--- config.mk ---
export PLATFORM = sky130hd
export DESIGN_NAME = line_trace_first_hit
export DESIGN_NICKNAME = d
export VERILOG_FILES = /design/src/hw/rtl/lth_pkg.sv /design/src/hw/rtl/lth_stage.sv /design/src/hw/rtl/lth_walker.sv /design/src/hw/rtl/line_trace_first_hit.sv
export SDC_FILE = /design/constraint.sdc
export NUM_CORES = 1
export LEC_CHECK = 0
export ABC_AREA = 1
export BUFFER_PORTS_ARGS = -buffer_cell sky130_fd_sc_hd__buf_4
export CAP_MARGIN = 30
export CORE_MARGIN = 4
export CORE_UTILIZATION = 35
export DETAILED_ROUTE_END_ITERATION = 6
export PLACE_DENSITY = 0.63
export SYNTH_ARGS = -nofsm -noshare
export SYNTH_HDL_FRONTEND = slang
export SYNTH_SLANG_ARGS = --single-unit
export TNS_END_PERCENT = 10
--- constraint.sdc ---
create_clock -name clk -period 8.15 [get_ports clk]
set_clock_uncertainty 0.1 [all_clocks]
set_input_delay 1.2225 -clock clk [delete_from_list [all_inputs] [get_ports clk]]
set_output_delay 1.2225 -clock clk [all_outputs]
set_load 0.05 [all_outputs]
--- src/hw/rtl/lth_pkg.sv ---
package lth_pkg;

  localparam int ERR_W   = 14;
  localparam int EXT_W   = 11;
  localparam int GRID_W  = 11;
  localparam int PROBE_W = 10;
  localparam int DIST_W  = 7;
  localparam int PIX_W   = 8;
  localparam int CNT_W   = 11;

  localparam logic [GRID_W-1:0] GRID_MAX = 11'd1024;
  localparam logic [DIST_W-1:0] DIST_MIN = 7'd1;
  localparam logic [DIST_W-1:0] DIST_MAX = 7'd127;

  localparam logic OP_START  = 1'b0;
  localparam logic OP_ANSWER = 1'b1;

  localparam logic [1:0] PH_IDLE   = 2'd0;
  localparam logic [1:0] PH_MAIN   = 2'd1;
  localparam logic [1:0] PH_MINOR  = 2'd2;
  localparam logic [1:0] PH_BASE   = 2'd3;

  localparam logic [1:0] REG_MODE   = 2'd0;
  localparam logic [1:0] REG_WIDTH  = 2'd1;
  localparam logic [1:0] REG_HEIGHT = 2'd2;

  typedef struct packed {
    logic              mode;
    logic [GRID_W-1:0] width_eff;
    logic [GRID_W-1:0] height_eff;
  } cfg_t;

  typedef struct packed {
    logic               is_final;
    logic [PROBE_W-1:0] probe_x;
    logic [PROBE_W-1:0] probe_y;
    logic [DIST_W-1:0]  hit_distance;
    logic [PIX_W-1:0]   hit_pixel;
  } res_t;

endpackage

--- src/hw/rtl/lth_stage.sv ---
module lth_stage #(
  parameter int W = 8
) (
  input  logic         clk,
  input  logic         rst_n,
  input  logic         s_valid,
  output logic         s_ready,
  input  logic [W-1:0] s_data,
  output logic         m_valid,
  input  logic         m_ready,
  output logic [W-1:0] m_data
);

  logic         valid_r;
  logic [W-1:0] data_r;

  assign s_ready = !valid_r || m_ready;
  assign m_valid = valid_r;
  assign m_data  = data_r;

  always_ff @(posedge clk) begin
    if (!rst_n) begin
      valid_r <= 1'b0;
    end else if (s_ready) begin
      valid_r <= s_valid;
    end
  end

  always_ff @(posedge clk) begin
    if (s_valid && s_ready) begin
      data_r <= s_data;
    end
  end

endmodule

--- src/hw/rtl/lth_walker.sv ---
module lth_walker #(
  parameter int COORD_BITS = 12,
  parameter int ITEM_W     = 2 * COORD_BITS + 48
) (
  input  logic               clk,
  input  logic               rst_n,
  input  lth_pkg::cfg_t      cfg,
  input  logic               item_valid,
  input  logic [ITEM_W-1:0]  item,
  input  logic               res_ready,
  output logic               res_valid,
  output lth_pkg::res_t      res
);

  localparam int CB   = COORD_BITS;
  localparam int CW   = CB + 1;
  localparam int PW   = CB + 3;
  localparam int DW   = PW + 1;
  localparam int CMPW = (PW > lth_pkg::GRID_W) ? PW : lth_pkg::GRID_W;
  localparam int EW   = lth_pkg::ERR_W;
  localparam int XW   = lth_pkg::EXT_W;

  localparam int O_BY   = CB;
  localparam int O_SX   = 2 * CB;
  localparam int O_SY   = O_SX + 2;
  localparam int O_DX   = O_SY + 2;
  localparam int O_DY   = O_DX + XW;
  localparam int O_AX   = O_DY + XW;
  localparam int O_CNT  = O_AX + 1;
  localparam int O_PIX  = O_CNT + lth_pkg::CNT_W;
  localparam int O_COND = O_PIX + lth_pkg::PIX_W;
  localparam int O_OP   = ITEM_W - 1;

  logic signed [CB-1:0]   in_bx, in_by;
  logic signed [1:0]      in_sx, in_sy;
  logic [XW-1:0]          in_dx, in_dy;
  logic                   in_axis, in_cond, in_op;
  logic [lth_pkg::CNT_W-1:0] in_cnt;
  logic [lth_pkg::PIX_W-1:0] in_pix;

  assign in_bx   = item[CB-1:0];
  assign in_by   = item[O_BY+CB-1:O_BY];
  assign in_sx   = item[O_SX+1:O_SX];
  assign in_sy   = item[O_SY+1:O_SY];
  assign in_dx   = item[O_DX+XW-1:O_DX];
  assign in_dy   = item[O_DY+XW-1:O_DY];
  assign in_axis = item[O_AX];
  assign in_cnt  = item[O_CNT+lth_pkg::CNT_W-1:O_CNT];
  assign in_pix  = item[O_PIX+lth_pkg::PIX_W-1:O_PIX];
  assign in_cond = item[O_COND];
  assign in_op   = item[O_OP];

  logic signed [CW-1:0] cur_x_r, cur_x_nxt, cur_y_r, cur_y_nxt;
  logic signed [EW-1:0] err_acc_r, err_acc_nxt, err_prev_r, err_prev_nxt;
  logic [lth_pkg::CNT_W-1:0] iter_r, iter_nxt;
  logic [1:0]           phase_r, phase_nxt;
  logic signed [1:0]    sx_r, sx_nxt, sy_r, sy_nxt;
  logic [XW-1:0]        dx_r, dx_nxt, dy_r, dy_nxt;
  logic                 axis_r, axis_nxt, mode_r, mode_nxt;
  logic signed [CB-1:0] spx_r, spx_nxt, spy_r, spy_nxt;

  function automatic logic signed [PW-1:0] cell_coord(input logic signed [CW-1:0] c,
                                                      input logic signed [1:0] s,
                                                      input logic back);
    logic signed [PW-1:0] v;
    v = PW'(c);
    if (back) begin
      v = v - PW'(s);
    end
    return v;
  endfunction

  function automatic logic [DW-1:0] abs_diff(input logic signed [PW-1:0] a,
                                             input logic signed [CB-1:0] b);
    logic signed [DW-1:0] d;
    d = DW'(a) - DW'(b);
    return d[DW-1] ? DW'(-d) : DW'(d);
  endfunction

  logic fire;
  assign fire      = item_valid && res_ready;
  assign res_valid = item_valid;

  // Cell of the outstanding probe, for the distance of a hit.
  logic signed [PW-1:0] hit_x, hit_y;
  logic [DW:0]          hit_sum;
  logic [lth_pkg::DIST_W-1:0] hit_dist;

  always_comb begin
    hit_x = cell_coord(cur_x_r, sx_r, (phase_r == lth_pkg::PH_MINOR && !axis_r) ||
                                      (phase_r == lth_pkg::PH_BASE && axis_r));
    hit_y = cell_coord(cur_y_r, sy_r, (phase_r == lth_pkg::PH_MINOR && axis_r) ||
                                      (phase_r == lth_pkg::PH_BASE && !axis_r));
    hit_sum = (DW + 1)'(abs_diff(hit_x, spx_r)) + (DW + 1)'(abs_diff(hit_y, spy_r));
    if (hit_sum == '0) begin
      hit_dist = lth_pkg::DIST_MIN;
    end else if (hit_sum > (DW + 1)'(lth_pkg::DIST_MAX)) begin
      hit_dist = lth_pkg::DIST_MAX;
    end else begin
      hit_dist = hit_sum[lth_pkg::DIST_W-1:0];
    end
  end

  logic [XW-1:0]        dmaj, dmin;
  logic [XW:0]          dmaj2, dmin2;
  logic signed [EW-1:0] acc1, acc2;
  logic signed [EW:0]   sum_cur, sum_new;
  logic                 do_req;
  logic [1:0]           req_ph;
  logic [lth_pkg::DIST_W-1:0] fin_dist;
  logic [lth_pkg::PIX_W-1:0]  fin_pix;
  logic signed [PW-1:0] req_x, req_y;
  logic                 req_in, req_ok;

  always_comb begin
    cur_x_nxt    = cur_x_r;
    cur_y_nxt    = cur_y_r;
    err_acc_nxt  = err_acc_r;
    err_prev_nxt = err_prev_r;
    iter_nxt     = iter_r;
    sx_nxt       = sx_r;
    sy_nxt       = sy_r;
    dx_nxt       = dx_r;
    dy_nxt       = dy_r;
    axis_nxt     = axis_r;
    mode_nxt     = mode_r;
    spx_nxt      = spx_r;
    spy_nxt      = spy_r;
    do_req       = 1'b0;
    req_ph       = lth_pkg::PH_MAIN;
    fin_dist     = '0;
    fin_pix      = '0;

    dmaj    = axis_r ? dx_r : dy_r;
    dmin    = axis_r ? dy_r : dx_r;
    dmaj2   = {dmaj, 1'b0};
    dmin2   = {dmin, 1'b0};
    acc1    = '0;
    acc2    = '0;
    sum_cur = (EW + 1)'(err_acc_r) + (EW + 1)'(err_prev_r);
    sum_new = '0;

    if (in_op == lth_pkg::OP_START) begin
      spx_nxt   = in_bx;
      spy_nxt   = in_by;
      sx_nxt    = in_sx;
      sy_nxt    = in_sy;
      dx_nxt    = in_dx;
      dy_nxt    = in_dy;
      axis_nxt  = in_axis;
      iter_nxt  = in_cnt;
      mode_nxt  = cfg.mode;
      cur_x_nxt = CW'(in_bx);
      cur_y_nxt = CW'(in_by);
      if (cfg.mode) begin
        err_acc_nxt = EW'(in_axis ? in_dx : in_dy);
      end else begin
        err_acc_nxt = '0;
      end
      err_prev_nxt = err_acc_nxt;
      do_req       = cfg.mode || (in_cnt != '0);
    end else if (phase_r == lth_pkg::PH_IDLE) begin
      do_req = 1'b0;
    end else if (in_cond) begin
      fin_dist = hit_dist;
      fin_pix  = in_pix;
    end else if (!mode_r) begin
      acc1 = err_acc_r + EW'(dmin);
      err_acc_nxt = acc1;
      if ($signed({acc1, 1'b0}) >= $signed((EW + 1)'(dmaj))) begin
        err_acc_nxt = acc1 - EW'(dmaj);
        if (axis_r) begin
          cur_y_nxt = cur_y_r + CW'(sy_r);
        end else begin
          cur_x_nxt = cur_x_r + CW'(sx_r);
        end
      end
      if (axis_r) begin
        cur_x_nxt = cur_x_r + CW'(sx_r);
      end else begin
        cur_y_nxt = cur_y_r + CW'(sy_r);
      end
      iter_nxt = iter_r - 1'b1;
      do_req   = (iter_nxt != '0);
    end else if (phase_r == lth_pkg::PH_MINOR) begin
      do_req = 1'b1;
      req_ph = (sum_cur == $signed((EW + 1)'(dmaj2))) ? lth_pkg::PH_BASE : lth_pkg::PH_MAIN;
    end else if (phase_r == lth_pkg::PH_BASE) begin
      do_req = 1'b1;
    end else begin
      err_prev_nxt = err_acc_r;
      if (iter_r != '0) begin
        do_req   = 1'b1;
        iter_nxt = iter_r - 1'b1;
        if (axis_r) begin
          cur_x_nxt = cur_x_r + CW'(sx_r);
        end else begin
          cur_y_nxt = cur_y_r + CW'(sy_r);
        end
        acc1 = err_acc_r + EW'(dmin2);
        err_acc_nxt = acc1;
        if ((EW + 1)'(acc1) > $signed((EW + 1)'(dmaj2))) begin
          if (axis_r) begin
            cur_y_nxt = cur_y_r + CW'(sy_r);
          end else begin
            cur_x_nxt = cur_x_r + CW'(sx_r);
          end
          acc2 = acc1 - EW'(dmaj2);
          err_acc_nxt = acc2;
          sum_new = (EW + 1)'(acc2) + (EW + 1)'(err_acc_r);
          req_ph = (sum_new > $signed((EW + 1)'(dmaj2))) ? lth_pkg::PH_BASE
                                                         : lth_pkg::PH_MINOR;
        end
      end
    end

    req_x = cell_coord(cur_x_nxt, sx_nxt, (req_ph == lth_pkg::PH_MINOR && !axis_nxt) ||
                                          (req_ph == lth_pkg::PH_BASE && axis_nxt));
    req_y = cell_coord(cur_y_nxt, sy_nxt, (req_ph == lth_pkg::PH_MINOR && axis_nxt) ||
                                          (req_ph == lth_pkg::PH_BASE && !axis_nxt));
    req_in = !req_x[PW-1] && !req_y[PW-1] &&
             (CMPW'(unsigned'(req_x)) < CMPW'(cfg.width_eff)) &&
             (CMPW'(unsigned'(req_y)) < CMPW'(cfg.height_eff));
    req_ok = do_req && req_in;

    phase_nxt = req_ok ? req_ph : lth_pkg::PH_IDLE;

    res.is_final     = !req_ok;
    res.probe_x      = req_ok ? lth_pkg::PROBE_W'(req_x) : '0;
    res.probe_y      = req_ok ? lth_pkg::PROBE_W'(req_y) : '0;
    res.hit_distance = req_ok ? '0 : fin_dist;
    res.hit_pixel    = req_ok ? '0 : fin_pix;
  end

  always_ff @(posedge clk) begin
    if (!rst_n) begin
      phase_r <= lth_pkg::PH_IDLE;
      mode_r  <= 1'b0;
    end else if (fire) begin
      phase_r <= phase_nxt;
      mode_r  <= mode_nxt;
    end
  end

  always_ff @(posedge clk) begin
    if (fire) begin
      cur_x_r    <= cur_x_nxt;
      cur_y_r    <= cur_y_nxt;
      err_acc_r  <= err_acc_nxt;
      err_prev_r <= err_prev_nxt;
      iter_r     <= iter_nxt;
      sx_r       <= sx_nxt;
      sy_r       <= sy_nxt;
      dx_r       <= dx_nxt;
      dy_r       <= dy_nxt;
      axis_r     <= axis_nxt;
      spx_r      <= spx_nxt;
      spy_r      <= spy_nxt;
    end
  end

endmodule

--- src/hw/rtl/line_trace_first_hit.sv ---
// A request goes from the input register through the walker to the output register.
// Throughput: one request per cycle while the output is not stalled; the input and
// output registers each hold one request, and the walk state updates once per step.
// Reset (synchronous, rst_n low) empties both registers, returns the walker to idle,
// and sets trace_mode to 0 and grid width and height to 1024.
module line_trace_first_hit #(
  parameter int COORD_BITS = 12
) (
  input  logic                         clk,
  input  logic                         rst_n,
  input  logic                         in_tvalid,
  output logic                         in_tready,
  // begin_x, begin_y, step_x, step_y, delta_x, delta_y, major_is_x, step_count,
  // pixel_value, condition_met, then zero fill
  input  logic [((2*COORD_BITS+47+7)/8)*8-1:0] in_tdata,
  // opcode
  input  logic                         in_tuser,
  output logic                         out_tvalid,
  input  logic                         out_tready,
  // probe_x, probe_y, hit_distance, hit_pixel, then zero fill
  output logic [39:0]                  out_tdata,
  // is_final
  output logic                         out_tuser,
  input  logic                         cfg_we,
  input  logic [1:0]                   cfg_index,
  input  logic [10:0]                  cfg_wdata
);

  localparam int IN_DW  = ((2 * COORD_BITS + 47 + 7) / 8) * 8;
  localparam int ITEM_W = IN_DW + 1;
  localparam int RES_W  = $bits(lth_pkg::res_t);

  logic        mode_r;
  logic [10:0] width_r, height_r;
  lth_pkg::cfg_t cfg;

  always_ff @(posedge clk) begin
    if (!rst_n) begin
      mode_r   <= 1'b0;
      width_r  <= lth_pkg::GRID_MAX;
      height_r <= lth_pkg::GRID_MAX;
    end else if (cfg_we) begin
      case (cfg_index)
        lth_pkg::REG_MODE:   mode_r   <= cfg_wdata[0];
        lth_pkg::REG_WIDTH:  width_r  <= cfg_wdata;
        lth_pkg::REG_HEIGHT: height_r <= cfg_wdata;
        default: ;
      endcase
    end
  end

  assign cfg.mode       = mode_r;
  assign cfg.width_eff  = (width_r > lth_pkg::GRID_MAX) ? lth_pkg::GRID_MAX : width_r;
  assign cfg.height_eff = (height_r > lth_pkg::GRID_MAX) ? lth_pkg::GRID_MAX : height_r;

  logic              item_valid, res_ready, res_valid;
  logic [ITEM_W-1:0] item;
  lth_pkg::res_t     res, res_q;

  lth_stage #(.W(ITEM_W)) u_in_stage (
    .clk     (clk),
    .rst_n   (rst_n),
    .s_valid (in_tvalid),
    .s_ready (in_tready),
    .s_data  ({in_tuser, in_tdata}),
    .m_valid (item_valid),
    .m_ready (res_ready),
    .m_data  (item)
  );

  lth_walker #(.COORD_BITS(COORD_BITS), .ITEM_W(ITEM_W)) u_walker (
    .clk        (clk),
    .rst_n      (rst_n),
    .cfg        (cfg),
    .item_valid (item_valid),
    .item       (item),
    .res_ready  (res_ready),
    .res_valid  (res_valid),
    .res        (res)
  );

  lth_stage #(.W(RES_W)) u_out_stage (
    .clk     (clk),
    .rst_n   (rst_n),
    .s_valid (res_valid),
    .s_ready (res_ready),
    .s_data  (res),
    .m_valid (out_tvalid),
    .m_ready (out_tready),
    .m_data  (res_q)
  );

  assign out_tuser = res_q.is_final;
  assign out_tdata = {5'b0, res_q.hit_pixel, res_q.hit_distance, res_q.probe_y, res_q.probe_x};

endmodule

==> After elaboration in Yosys (flattened, before gate mapping) <==
Cells that the tools add are included.
{ "totals": {"reg_bits": 253, "wordCells": 190} }
{ "classes": {"add_sub_neg": 18, "magnitude_cmp": 8, "n_eq_ne": 15, "n_mux": 81, "n_bitwise": 2, "n_reduce_logical": 42} }
{ "op_table": {"columns": ["operator", "count"], "rows": [
  ["13-bit 2-to-1 mux", 24],
  ["14-bit 2-to-1 mux", 16],
  ["11-bit 2-to-1 mux", 12],
  ["15-bit 2-to-1 mux", 4],
  ["13-bit by 2-bit subtractor with 14-bit output", 4],
  ["11-bit nonzero test", 3],
  ["16-bit 2-to-1 mux", 2],
  ["16-bit negator", 2],
  ["15-bit by 12-bit subtractor with 16-bit output", 2],
  ["14-bit by 14-bit adder with 15-bit output", 2],
  ["15-bit by 11-bit less-than comparator with 1-bit output", 2],
  ["13-bit by 2-bit adder with 13-bit output", 2],
  ["2-bit 2-to-1 mux", 12],
  ["11-bit greater-than comparator, second input constant", 2],
  ["16-bit by 16-bit adder with 17-bit output", 1],
  ["17-bit by 7-bit greater-than comparator with 1-bit output, second input constant", 1],
  ["17-bit logical NOT", 1],
  ["15-bit by 13-bit equality test with 1-bit output", 1],
  ["15-bit by 12-bit greater-or-equal comparator with 1-bit output", 1],
  ["15-bit by 13-bit greater-than comparator with 1-bit output", 1],
  ["14-bit by 11-bit adder with 14-bit output", 1],
  ["14-bit by 12-bit adder with 14-bit output", 1],
  ["14-bit by 13-bit greater-than comparator with 1-bit output", 1],
  ["1-bit logical AND", 14],
  ["other kinds (18)", 54]
]} }

==> Longest topological paths before layout <==
{ "logic_depth": {"depth_word": 24, "ltp_mapped": 54} }

==> By module <==
Synthesis repeated with hierarchy kept, for this count alone.
{ "unflattened": {"hier_cells": 2838, "area_unflattened_um2": 22347.7} }
{ "modules_own_cells": {"columns": ["mod", "n_inst", "cells_each", "area_per_inst_um2"], "rows": [
  ["lth_walker", 1, 2566, 17783.3],
  ["lth_stage (u_in_stage)", 1, 80, 2243.4],
  ["line_trace_first_hit", 1, 149, 1188.6],
  ["lth_stage (u_out_stage)", 1, 43, 1132.3]
]} }

==> Least setup slack after synthesis <==
OpenSTA, ideal clock, no wires.
{ "synth_path": {"path_kind": "register to register", "from": "reg u_walker.axis_r", "to": "reg u_out_stage.data_r[35], in the netlist u_out_stage.m_data[35], data pin", "setup_ns": 0.261, "arrival_time_ns": 7.220, "required_time_ns": 7.789, "setup_slack_ns": 0.569, "path_stages_with_launch": 51, "n_path_buf": 7, "period_less_slack_ns": 7.581, "cell_sequence": "edfxtp_1 buf_4 buf_4 buf_2 clkbuf_1 nand2_1 o21ai_0 ha_1 a21oi_1 nand2_1 a31o_2 xor2_1 inv_1 ha_1 inv_1 o21bai_1 a21oi_1 o21ai_0 (+15 left out) nand2_2 inv_1 nand2_1 nand2_1 buf_4 inv_2 buf_2 nand2_1 o21ai_0 ha_1 a21oi_1 o2111a_1 o211ai_1 a21oi_1 nand2_1 nor3_2 nand3_2 buf_6"} }
{ "synth_lines": {"columns": ["item", "line", "rtl"], "rows": [
  ["start, declared", "lth_walker.sv:59", "logic axis_r, axis_nxt, mode_r, mode_nxt;"],
  ["start signal, assigned", "lth_walker.sv:256", "axis_r <= axis_nxt;"],
  ["end signal, assigned", "lth_stage.sv:31", "data_r <= s_data;"],
  ["end, declared", "lth_stage.sv:15", "logic [W-1:0] data_r;"]
]} }

==> Worst setup path after layout <==
{ "layout_path": {"from": "reg u_walker.axis_r", "to": "reg u_out_stage.data_r[15], in the netlist u_out_stage.m_data[15], data pin"} }
{ "layout_lines": {"columns": ["item", "line", "rtl"], "rows": [
  ["11-bit 2-to-1 mux", "lth_walker.sv:135", "dmin = axis_r ? dy_r : dx_r;"],
  ["14-bit by 12-bit adder with 14-bit output", "lth_walker.sv:200", "acc1 = err_acc_r + EW'(dmin2);"],
  ["14-bit by 12-bit subtractor with 14-bit output", "lth_walker.sv:208", "acc2 = acc1 - EW'(dmaj2);"],
  ["14-bit by 14-bit adder with 15-bit output", "lth_walker.sv:210", "sum_new = (EW + 1)'(acc2) + (EW + 1)'(err_acc_r);"],
  ["15-bit by 13-bit greater-than comparator with 1-bit output", "lth_walker.sv:211", "req_ph = (sum_new > $signed((EW + 1)'(dmaj2))) ? lth_pkg::PH_BASE"],
  ["1-bit 2-to-1 mux", "lth_walker.sv:211", null],
  ["2-bit 2-to-1 mux", "lth_walker.sv:202", "if ((EW + 1)'(acc1) > $signed((EW + 1)'(dmaj2))) begin"],
  ["2-bit 2-to-1 mux", "lth_walker.sv:192", "if (iter_r != '0) begin"],
  ["(+7 left out)", null, null],
  ["1-bit logical AND, on equally long branches", "lth_walker.sv:217, lth_walker.sv:218", null],
  ["1-bit logical OR", "lth_walker.sv:217", "req_x = cell_coord(cur_x_nxt, sx_nxt, (req_ph == lth_pkg::PH_MINOR && !axis_nxt) ||"],
  ["15-bit 2-to-1 mux (*)", "lth_walker.sv:67", "if (back) begin"],
  ["net u_walker.req_x[7]", "lth_walker.sv:112", "logic signed [PW-1:0] req_x, req_y;"],
  ["15-bit by 11-bit less-than comparator with 1-bit output (*)", "lth_walker.sv:222", "(CMPW'(unsigned'(req_x)) < CMPW'(cfg.width_eff)) &&"],
  ["1-bit logical AND (*)", "lth_walker.sv:221", "req_in = !req_x[PW-1] && !req_y[PW-1] &&"],
  ["1-bit logical AND (*)", "lth_walker.sv:222", null],
  ["1-bit logical AND (*)", "lth_walker.sv:224", "req_ok = do_req && req_in;"]
]} }
Mark *: on every way through the listed nets, which the timed path passes. The rest lies on a longest branch.
A chain may end at the register's enable or synchronous reset.

==> results.json <==
{
  "wl_per_cell_um": 16.0,
  "die_w_um": 258,
  "path_clk_slew_ps": 70,
  "power_frac_seq_pct": 31.4,
  "critPathKind": "flop to flop",
  "synth_cell_types": 69,
  "dr.pass1.iters": 5,
  "fp.dieH_um": 258,
  "insertion_delay_ps": 590,
  "final_util_pct": 41.2,
  "cpPeakStageDelay_ps": 470,
  "drt_wl_total_um": 60900,
  "h-tree-depth": 1,
  "grt_antenna_before_repair": 1,
  "place.gp.congestion": 0.913,
  "p_total_uw": 4860,
  "synth_cells": 2772,
  "hpwl_um": 48000,
  "status": "finished, final reports clean",
  "period_share_pct": 94.9,
  "hold_viol": 0,
  "min_path_type": "flop to flop",
  "slew_viol_final": 0,
  "core_area_mm2": 0.0617,
  "start_util_pct": 35.4,
  "grt_pass1_wl_um": 95400,
  "syn_area_per_cell_um2": 7.88,
  "cts_buffers": 30,
  "tightest_slew_ps": 1050,
  "period_minus_slack_ps": 7740,
  "grt-ovfl-total": 0,
  "grt_pass1_vias": 17398,
  "ant_nets": 0,
  "fmax_mhz": 129,
  "ios": 134,
  "p_sw_uw": 1760,
  "slowest_stage": "fa_1",
  "synth_flop_cell": "edfxtp_1",
  "rsz0062_at_grt": "yes",
  "place_ws_ps": 184,
  "numClockSinks": 252,
  "synth_edf_count": 224,
  "switching_share_pct": 36.3,
  "nNetsFinal": 3294,
  "cpMostUsedCell": "nand2_1",
  "drv_cap": 0,
  "drc": 0,
  "max-slew-margin-rel_pct": 29.8,
  "io_buffers": 127,
  "worstPathRequired_ps": 8490,
  "worstPathMaxFanout": 38,
  "end_kind": "flop",
  "tritoncts": "built",
  "combPwrFrac_pct": 38.6,
  "internal-power_uw": 3090,
  "synth.yosys.seq_area_share_pct": 33.3,
  "grtUsageTotal_pct": 17.8,
  "postCtsHoldBufs": 0,
  "synth_seq_cells": 252,
  "vdd_drop_max_mv": 0.153,
  "startpoint_type": "flop",
  "p_per_area_mw_per_mm2": 191,
  "syn_to_final_growth_pct": 16.3,
  "viasPerCell": 4.99,
  "die-area_mm2": 0.0665,
  "ctsRootBufferMaster": "clkbuf_16",
  "synth_warnings": 0,
  "p_leak_uw": 0.0117,
  "drive_gt1_share_pct": 13.0,
  "grt_max_degree": 68,
  "netlist_area_mm2": 0.0219,
  "p_clk_share_pct": 30.0,
  "async_flop_share_pct": 0,
  "worst_slack_ps": 414,
  "drt_iter0_drc": 1271,
  "vias": 19025,
  "critPathArrivalTime_ps": 8080,
  "setup_viol_count_final": 0,
  "rows": 91,
  "fillers": 6336,
  "cts_max_path_buffers": 3
}
==> layout by cell type, fill, tap and decap left out, types with 8 or more instances in the layout <==
cell,netlist,final
nor4_1,15,15
o21ai_1,19,25
nand2_1,555,552
buf_4,8,194
dfxtp_1,28,28
o2111ai_1,8,8
a21o_1,9,9
nand3_1,107,107
edfxtp_1,224,224
clkbuf_16,0,35
nand3_2,9,9
a21oi_1,237,228
ha_1,239,236
nand4_1,32,32
a31oi_1,15,13
nor2_2,22,24
or2_2,14,14
fa_1,15,14
inv_1,374,371
o21ai_0,189,178
o22ai_1,17,17
o21a_1,13,13
nand2_2,18,19
xnor2_1,45,45
o211ai_1,21,21
a21oi_2,5,14
nor2_1,221,218
a211oi_1,9,9
xor2_1,117,117
nor3_1,25,24
o21bai_1,23,22
o221ai_1,10,10
==> state kept, by name, indices dropped and copies added (netlist names), 2 cells and up <==
signal / flops
u_walker.cur_y_r: 13
u_walker.sy_r: 2
u_in_stage.m_data: 72
u_walker.spy_r: 12
u_walker.sx_r: 2
height_r: 11
u_out_stage.m_data: 36
u_walker.iter_r: 11
u_walker.dx_r: 11
u_walker.err_acc_r: 14
u_walker.spx_r: 12
u_walker.cur_x_r: 13
u_walker.phase_r: 2
width_r: 11
u_walker.dy_r: 11
u_walker.err_prev_r: 14
==> Yosys cell counts, types with 17 or more instances <==
cell type,n,area (um^2)
o22ai_1,17,106
o21ai_1,19,95.1
xor2_1,117,1020
nand4_1,32,200
nand2_1,555,2080
nor2_2,22,138
edfxtp_1,224,6730
nor3_1,25,125
o21bai_1,23,173
nand2_2,18,113
nor2_1,221,830
clkbuf_1,38,143
a21oi_1,237,1190
xnor2_1,45,394
inv_1,374,1400
nand3_1,107,536
ha_1,239,2990
o21ai_0,189,946
o211ai_1,21,158
dfxtp_1,28,561
==> metal layers <==
metal | GRT usage, % | up-vias | part of all wire [%]
met5 | 0 | - | 0
met4 | 3.53 | 0 | 1.8
met3 | 2.31 | 69 | 6.4
met2 | 27.0 | 524 | 42
met1 | 27.0 | 8658 | 50
li1 | - | 9774 | -
==> what timing repair did <==
item,4_1_cts,5_1_grt
setup endpoints to repair,0,30
setup buffers,0,6
gates resized for setup,0,48
==> path summary, 6_finish.rpt <==
kind,slack [ps],cells past startpoint,to,startpoint
max,410,47,u_out_stage.m_data[15]$_SDFFCE_PN0P_,u_walker.axis_r$_DFFE_PP_
min,350,0,u_walker.dy_r[10]$_DFFE_PP_,u_in_stage.m_data[49]$_DFFE_PP_
max reg2reg,410,47,u_out_stage.m_data[15]$_SDFFCE_PN0P_,u_walker.axis_r$_DFFE_PP_
min reg2reg,350,0,u_walker.dy_r[10]$_DFFE_PP_,u_in_stage.m_data[49]$_DFFE_PP_
==> power groups by stage <==
| stage | Sequential, uW | Clock [uW] | Combinational (uW) |
|---|---|---|---|
| 5_1_grt | 1530 | 1550 | 2140 |
| 4_1_cts | 1530 | 1490 | 1810 |
| 3_3_place_gp | 1550 | 0 | 1790 |
| 2_1_floorplan | 1550 | 0 | 1370 |
| 6_report | 1530 | 1460 | 1870 |
| 3_5_place_dp | 1550 | 0 | 1800 |
==> final cells by class <==
class                           instances  area (um^2)  share of cell area (%)
Antenna cell                            1         2.50                 0.00985
Clock buffer                           41          911                    3.58
Clock inverter                         15          178                   0.699
Inverter                              386         1460                    5.75
Multi-Input combinational cell       2081        13000                    51.2
Sequential cell                       252         7290                    28.7
Tap cell                              837         1050                    4.12
Timing Repair Buffer                  197         1520                    5.96
Timing Repair inverter                  1         7.51                  0.0295
==> metrics by stage <==
stage | instances | TNS [ps] | hold WS [ps] | cell area (um^2)
2_1_floorplan | 2778 | 0 | 317 | 21900
3_3_place_gp | 3745 | 0 | 328 | 24100
3_5_place_dp | 3747 | 0 | 330 | 24100
4_1_cts | 3803 | 0 | 347 | 25200
5_1_grt | 3810 | -304 | 363 | 25400
6_report | 3811 | 0 | 346 | 25400
==> critical path, delay by kind of cell, from the launching register on <==
| kind | cells | cell delay, ps |
|---|---|---|
| simple gates | 20 | 2160 |
| compound gates | 12 | 1890 |
| fa+ha+maj | 6 | 1860 |
| buf+inv | 7 | 870 |
| flops | 1 | 410 |
| xor+xnor | 2 | 290 |
==> cell families (layout without fill, tap and decap cells) <==
family / Yosys count / count (layout) / synth area share (%)
AOI/OAI and AO/OA: 606 / 606 / 15.8
xor gates and xnor gates: 163 / 163 / 6.57
adders and majority gates: 254 / 254 / 15.1
buffers and inverters: 445 / 640 / 8.02
DFF: 252 / 252 / 33.3
muxes: 3 / 3 / 0.137
other: 1 / 8 / 0.0172
and+or+nand+nor: 1048 / 1048 / 21.0
(Power assumes the default switching activity.)
